`src/sv/ttms_pkg.sv`:
```
// Shared types and constants for the tail time makespan scheduler.
package ttms_pkg;

    // Default parameter values.
    localparam int MAX_ITEMS_DEF = 64;
    localparam int TIME_BITS_DEF = 16;

    // Field widths of the requests and results.
    localparam int IN_TIME_W  = 16;
    localparam int MAKESPAN_W = 23;
    localparam logic [MAKESPAN_W-1:0] MAKESPAN_MAX = {MAKESPAN_W{1'b1}};

    // One input request: a job of the batch.
    typedef struct packed {
        logic [IN_TIME_W-1:0] heat_time;
        logic [IN_TIME_W-1:0] eat_time;
        logic                 last_item;
    } in_req_t;

    // One result: the makespan of a finished batch.
    typedef struct packed {
        logic [MAKESPAN_W-1:0] makespan;
        logic                  overflow;
    } out_res_t;

    // Operation that all cells of the chain perform in a cycle.
    typedef enum logic [1:0] {
        CELL_HOLD   = 2'd0,
        CELL_INSERT = 2'd1,
        CELL_SHIFT  = 2'd2
    } cell_op_t;

    // Control broadcast from the sequencer to every cell.
    typedef struct packed {
        cell_op_t op;
    } cell_ctrl_t;

endpackage

```
`src/sv/ttms_cell.sv`:
```
// One cell of the sorted job chain: holds a single job and trades it with its neighbors.
module ttms_cell import ttms_pkg::*; #(
    parameter int TIME_BITS = TIME_BITS_DEF
) (
    input  logic                 aclk,
    input  cell_ctrl_t           ctrl,
    input  logic                 occupied,
    input  logic [TIME_BITS-1:0] new_heat,
    input  logic [TIME_BITS-1:0] new_eat,
    input  logic                 left_displace,
    input  logic [TIME_BITS-1:0] left_heat,
    input  logic [TIME_BITS-1:0] left_eat,
    input  logic [TIME_BITS-1:0] right_heat,
    input  logic [TIME_BITS-1:0] right_eat,
    output logic                 displace,
    output logic [TIME_BITS-1:0] heat,
    output logic [TIME_BITS-1:0] eat
);

    logic [TIME_BITS-1:0] heat_reg, heat_next;
    logic [TIME_BITS-1:0] eat_reg, eat_next;

    // The new job goes ahead of this entry if the entry is empty or has a shorter tail.
    // Equal tails keep the stored job in front.
    assign displace = !occupied || (eat_reg < new_eat);

    // Select the next content: keep, take the new job, take the left neighbor's job,
    // or take the right neighbor's job while the chain drains toward the head.
    always_comb begin
        heat_next = heat_reg;
        eat_next  = eat_reg;
        case (ctrl.op)
            CELL_INSERT: begin
                if (displace) begin
                    if (left_displace) begin
                        heat_next = left_heat;
                        eat_next  = left_eat;
                    end else begin
                        heat_next = new_heat;
                        eat_next  = new_eat;
                    end
                end
            end
            CELL_SHIFT: begin
                heat_next = right_heat;
                eat_next  = right_eat;
            end
            default: begin
                heat_next = heat_reg;
                eat_next  = eat_reg;
            end
        endcase
    end

    always_ff @(posedge aclk) begin
        heat_reg <= heat_next;
        eat_reg  <= eat_next;
    end

    assign heat = heat_reg;
    assign eat  = eat_reg;

endmodule

```
`config.mk`:
```
export PLATFORM = sky130hd
export DESIGN_NAME = ttms_cell
export DESIGN_NICKNAME = d
export VERILOG_FILES = /design/src/sv/ttms_pkg.sv /design/src/sv/ttms_cell.sv
export SDC_FILE = /design/constraint.sdc
export NUM_CORES = 1
export LEC_CHECK = 0
export ABC_AREA = 1
export ABC_CLOCK_PERIOD_IN_PS = 6400
export BUFFER_PORTS_ARGS = -buffer_cell sky130_fd_sc_hd__clkbuf_2
export CORE_UTILIZATION = 40
export DETAILED_ROUTE_END_ITERATION = 10
export HOLD_SLACK_MARGIN = 0.12
export PLACE_DENSITY = 0.83
export SLEW_MARGIN = 20
export SYNTH_ARGS = -nofsm -noshare
export SYNTH_HDL_FRONTEND = slang
export SYNTH_SLANG_ARGS = --single-unit
```
`constraint.sdc`:
```
create_clock -name aclk -period 6.4 [get_ports aclk]
set_input_delay 0 -clock aclk [delete_from_list [all_inputs] [get_ports aclk]]
set_output_delay 0 -clock aclk [all_outputs]
set_load 0.02 [all_outputs]
```
==> impl_metrics.tcl <==
set metrics [dict create \
    rows 25 \
    yosysSeqAreaShare_pct 46.7 \
    rsz0062_at_grt "false" \
    die_area_um2 5430 \
    cts_root_buffer "clkbuf_8" \
    setup_viol 0 \
    syn_avg_cell_area_um2 8.32 \
    cts_max_level 2 \
    path_clk_slew_ns 0.07 \
    worst_r2r_path_depth 11 \
    hold_class "input pin to flop" \
    hold_viol 0 \
    cts_resized 0 \
    clk_path_buf_depth 2 \
    nNetsFinal 554 \
    grt_usage_pct 26.6 \
    hold-path-endpoint "eat[2]" \
    numCtsBuffers 5 \
    power.density_nw_per_um2 189 \
    routedWlPerCell_um 13.9 \
    final_core_util_pct 71.5 \
    die_h_um 73.7 \
    insertion_delay_ns 0.28 \
    io_buffers 133 \
    ir_drop_uv 112 \
    antenna_found_initial 0 \
    fin_skew_ns 0.00781 \
    start_util_pct 42.4 \
    r2r-start "eat[7]" \
    regArea_um2 961 \
    max_cap_violations 0 \
    yosysMostFrequentCell "nand2_1" \
    cts_tree "yes" \
    multi_input_area_um2 918 \
    syn_inst 247 \
    async_flop_share_pct 0 \
    grt_pass1_vias 2445 \
    p_leak_uw 0.00176 \
    io_pins 134 \
    synthTopCellsByArea "edfxtp_1 (47%), nand2_1 (15%), a31oi_1 (9.7%)" \
    synth.top_cell.area_share_pct 46.7 \
    worstSetupEndpointType "flop" \
    maxSlewViolCount 0 \
    start_kind "flop" \
    r2r_slack_ns 3.90 \
    worstPathRequired_ns 6.37 \
    crit_arrival_ns 2.47 \
    tightest_slew_ns 0.747 \
    grt_max_degree 65 \
    drtPass1Iterations 4 \
    synth.largest_area_cell "edfxtp_1" \
    period_minus_slack_ns 2.50 \
    drive_above_1_share_pct 34.2 \
    synth_warnings 0 \
    grt_pass1_wl_mm 10.7 \
    synth.distinct_cells 16 \
    routed_via_density 4.93 \
    dp_hpwl_mm 4.27 \
    finalSetupTns_ns 0 \
    crit_fanout 18 \
    fillers 341 \
    overflow 0 \
    postRouteAntennaNets 0 \
    die_x_um 73.7 \
    critical_path_class "flop to flop" \
    wl_mm 7.03 \
    vias 2496 \
    max_slew_margin_pct 50.2 \
    cts_num_sinks 32 \
    whs_path_depth 3 \
    core_um2 4850 \
    antenna_cells 0 \
    r2r_end "heat[8]" \
    synth_nets 363 \
    syn_area_um2 2060 \
    synth-seq-cells 32 \
    fmax_ghz 0.400 \
    ys.flop_type "edfxtp_1" \
    hp-start "left_eat[2]" \
    synthTopCellsByCount "nand2_1 (83), nor2_1 (35), a31oi_1 (32), edfxtp_1 (32), inv_1 (21)" \
    period_share_pct 39.0 \
    drt-initial-drc-count 179 \
    synth_edf_count 32 \
    syn_to_final_growth_pct 68.7 \
    route.detailed.drc 0 \
    gp_congestion 0.762 \
    status "completed" \
]
worst max-delay path: stages (launching register included):
cell and delay (ns):
edfxtp_1 0.41, ha_1 0.33, nand2_1 0.10, inv_1 0.05, nor3_2 0.14, nand2_1 0.07, nand2_1 0.05, nand2_1 0.06
nand2_2 0.06, nand2_1 0.05, nand2_1 0.48, buf_4 0.37
where the power goes:
part	total (µW)	internal [µW]	switching, µW
sequential	265	256	8.18
combinational	200	97.3	103
clock	190	115	74.2
total	654	469	185
cells by family after synthesis:
group / Yosys count / share of synthesized area [%]
buf+inv: 37 / 8.70
compound gates: 41 / 12.1
simple gates: 122 / 23.3
fa+ha+maj: 15 / 9.13
flops: 32 / 46.7
cell usage in the layout, fill, tap and decap left out:
| master | instances |
|---|---|
| clkbuf_1 | 1 |
| ha_1 | 15 |
| a31oi_1 | 32 |
| nand2_2 | 2 |
| nor3_2 | 2 |
| bufinv_16 | 1 |
| dlygate4sd3_1 | 63 |
| o21ai_0 | 2 |
| a21oi_1 | 6 |
| buf_4 | 2 |
| a21oi_2 | 1 |
| clkbuf_8 | 5 |
| nor2_1 | 35 |
| inv_2 | 2 |
| nand3_2 | 1 |
| edfxtp_1 | 32 |
| clkinv_2 | 1 |
| inv_1 | 21 |
| nand2_1 | 82 |
| clkbuf_2 | 133 |
cell type report:
class	count	area share [%]
multi-input combinational	178	26.5
sequential	32	27.7
clock buffer	6	2.09
clock inverter	2	1.01
timing repair buffer	198	37.8
tap	67	2.42
inverter	23	2.49
timing repair:
action	4_1_cts	5_1_grt
endpoints found under the hold margin	32	0
endpoints found under the setup margin	0	0
hold buffers	63	0
setup buffers	0	0
per-stage QoR:
| step | power, µW | hold slack, ns | cell area, µm² | setup slack (ns) | std cells |
|---|---|---|---|---|---|
| 6_report | 654 | 0.133 | 3470 | 3.90 | 506 |
| 3_3_place_gp | 416 | 0.298 | 2730 | 4.03 | 435 |
| 2_1_floorplan | 358 | 0.0834 | 2060 | 3.91 | 247 |
| 5_1_grt | 685 | 0.147 | 3470 | 3.71 | 506 |
| 4_1_cts | 654 | 0.128 | 3470 | 3.89 | 506 |
| 3_5_place_dp | 422 | 0.296 | 2730 | 3.90 | 435 |
how the worst max path moves through the flow:
stage                     startpoint  endpoint  depth (start not counted)
after floorplan               eat[5]    eat[0]                         10
after detailed placement      eat[5]  heat[11]                         11
after global placement       eat[13]  heat[10]                          9
after CTS                     eat[5]   heat[8]                         11
after global routing          eat[5]   heat[8]                         11
final                         eat[7]   heat[8]                         11
metal layers:
layer	share of wire [%]	vias up	routed length, µm	track usage [%]
met2	53	118	3730	49.4
met4	3.2	0	225	13.0
met5	0	-	0	0
li1	-	1213	-	-
met1	38	1146	2680	28.1
met3	5.5	19	385	5.90
(Power assumes the default switching activity.)
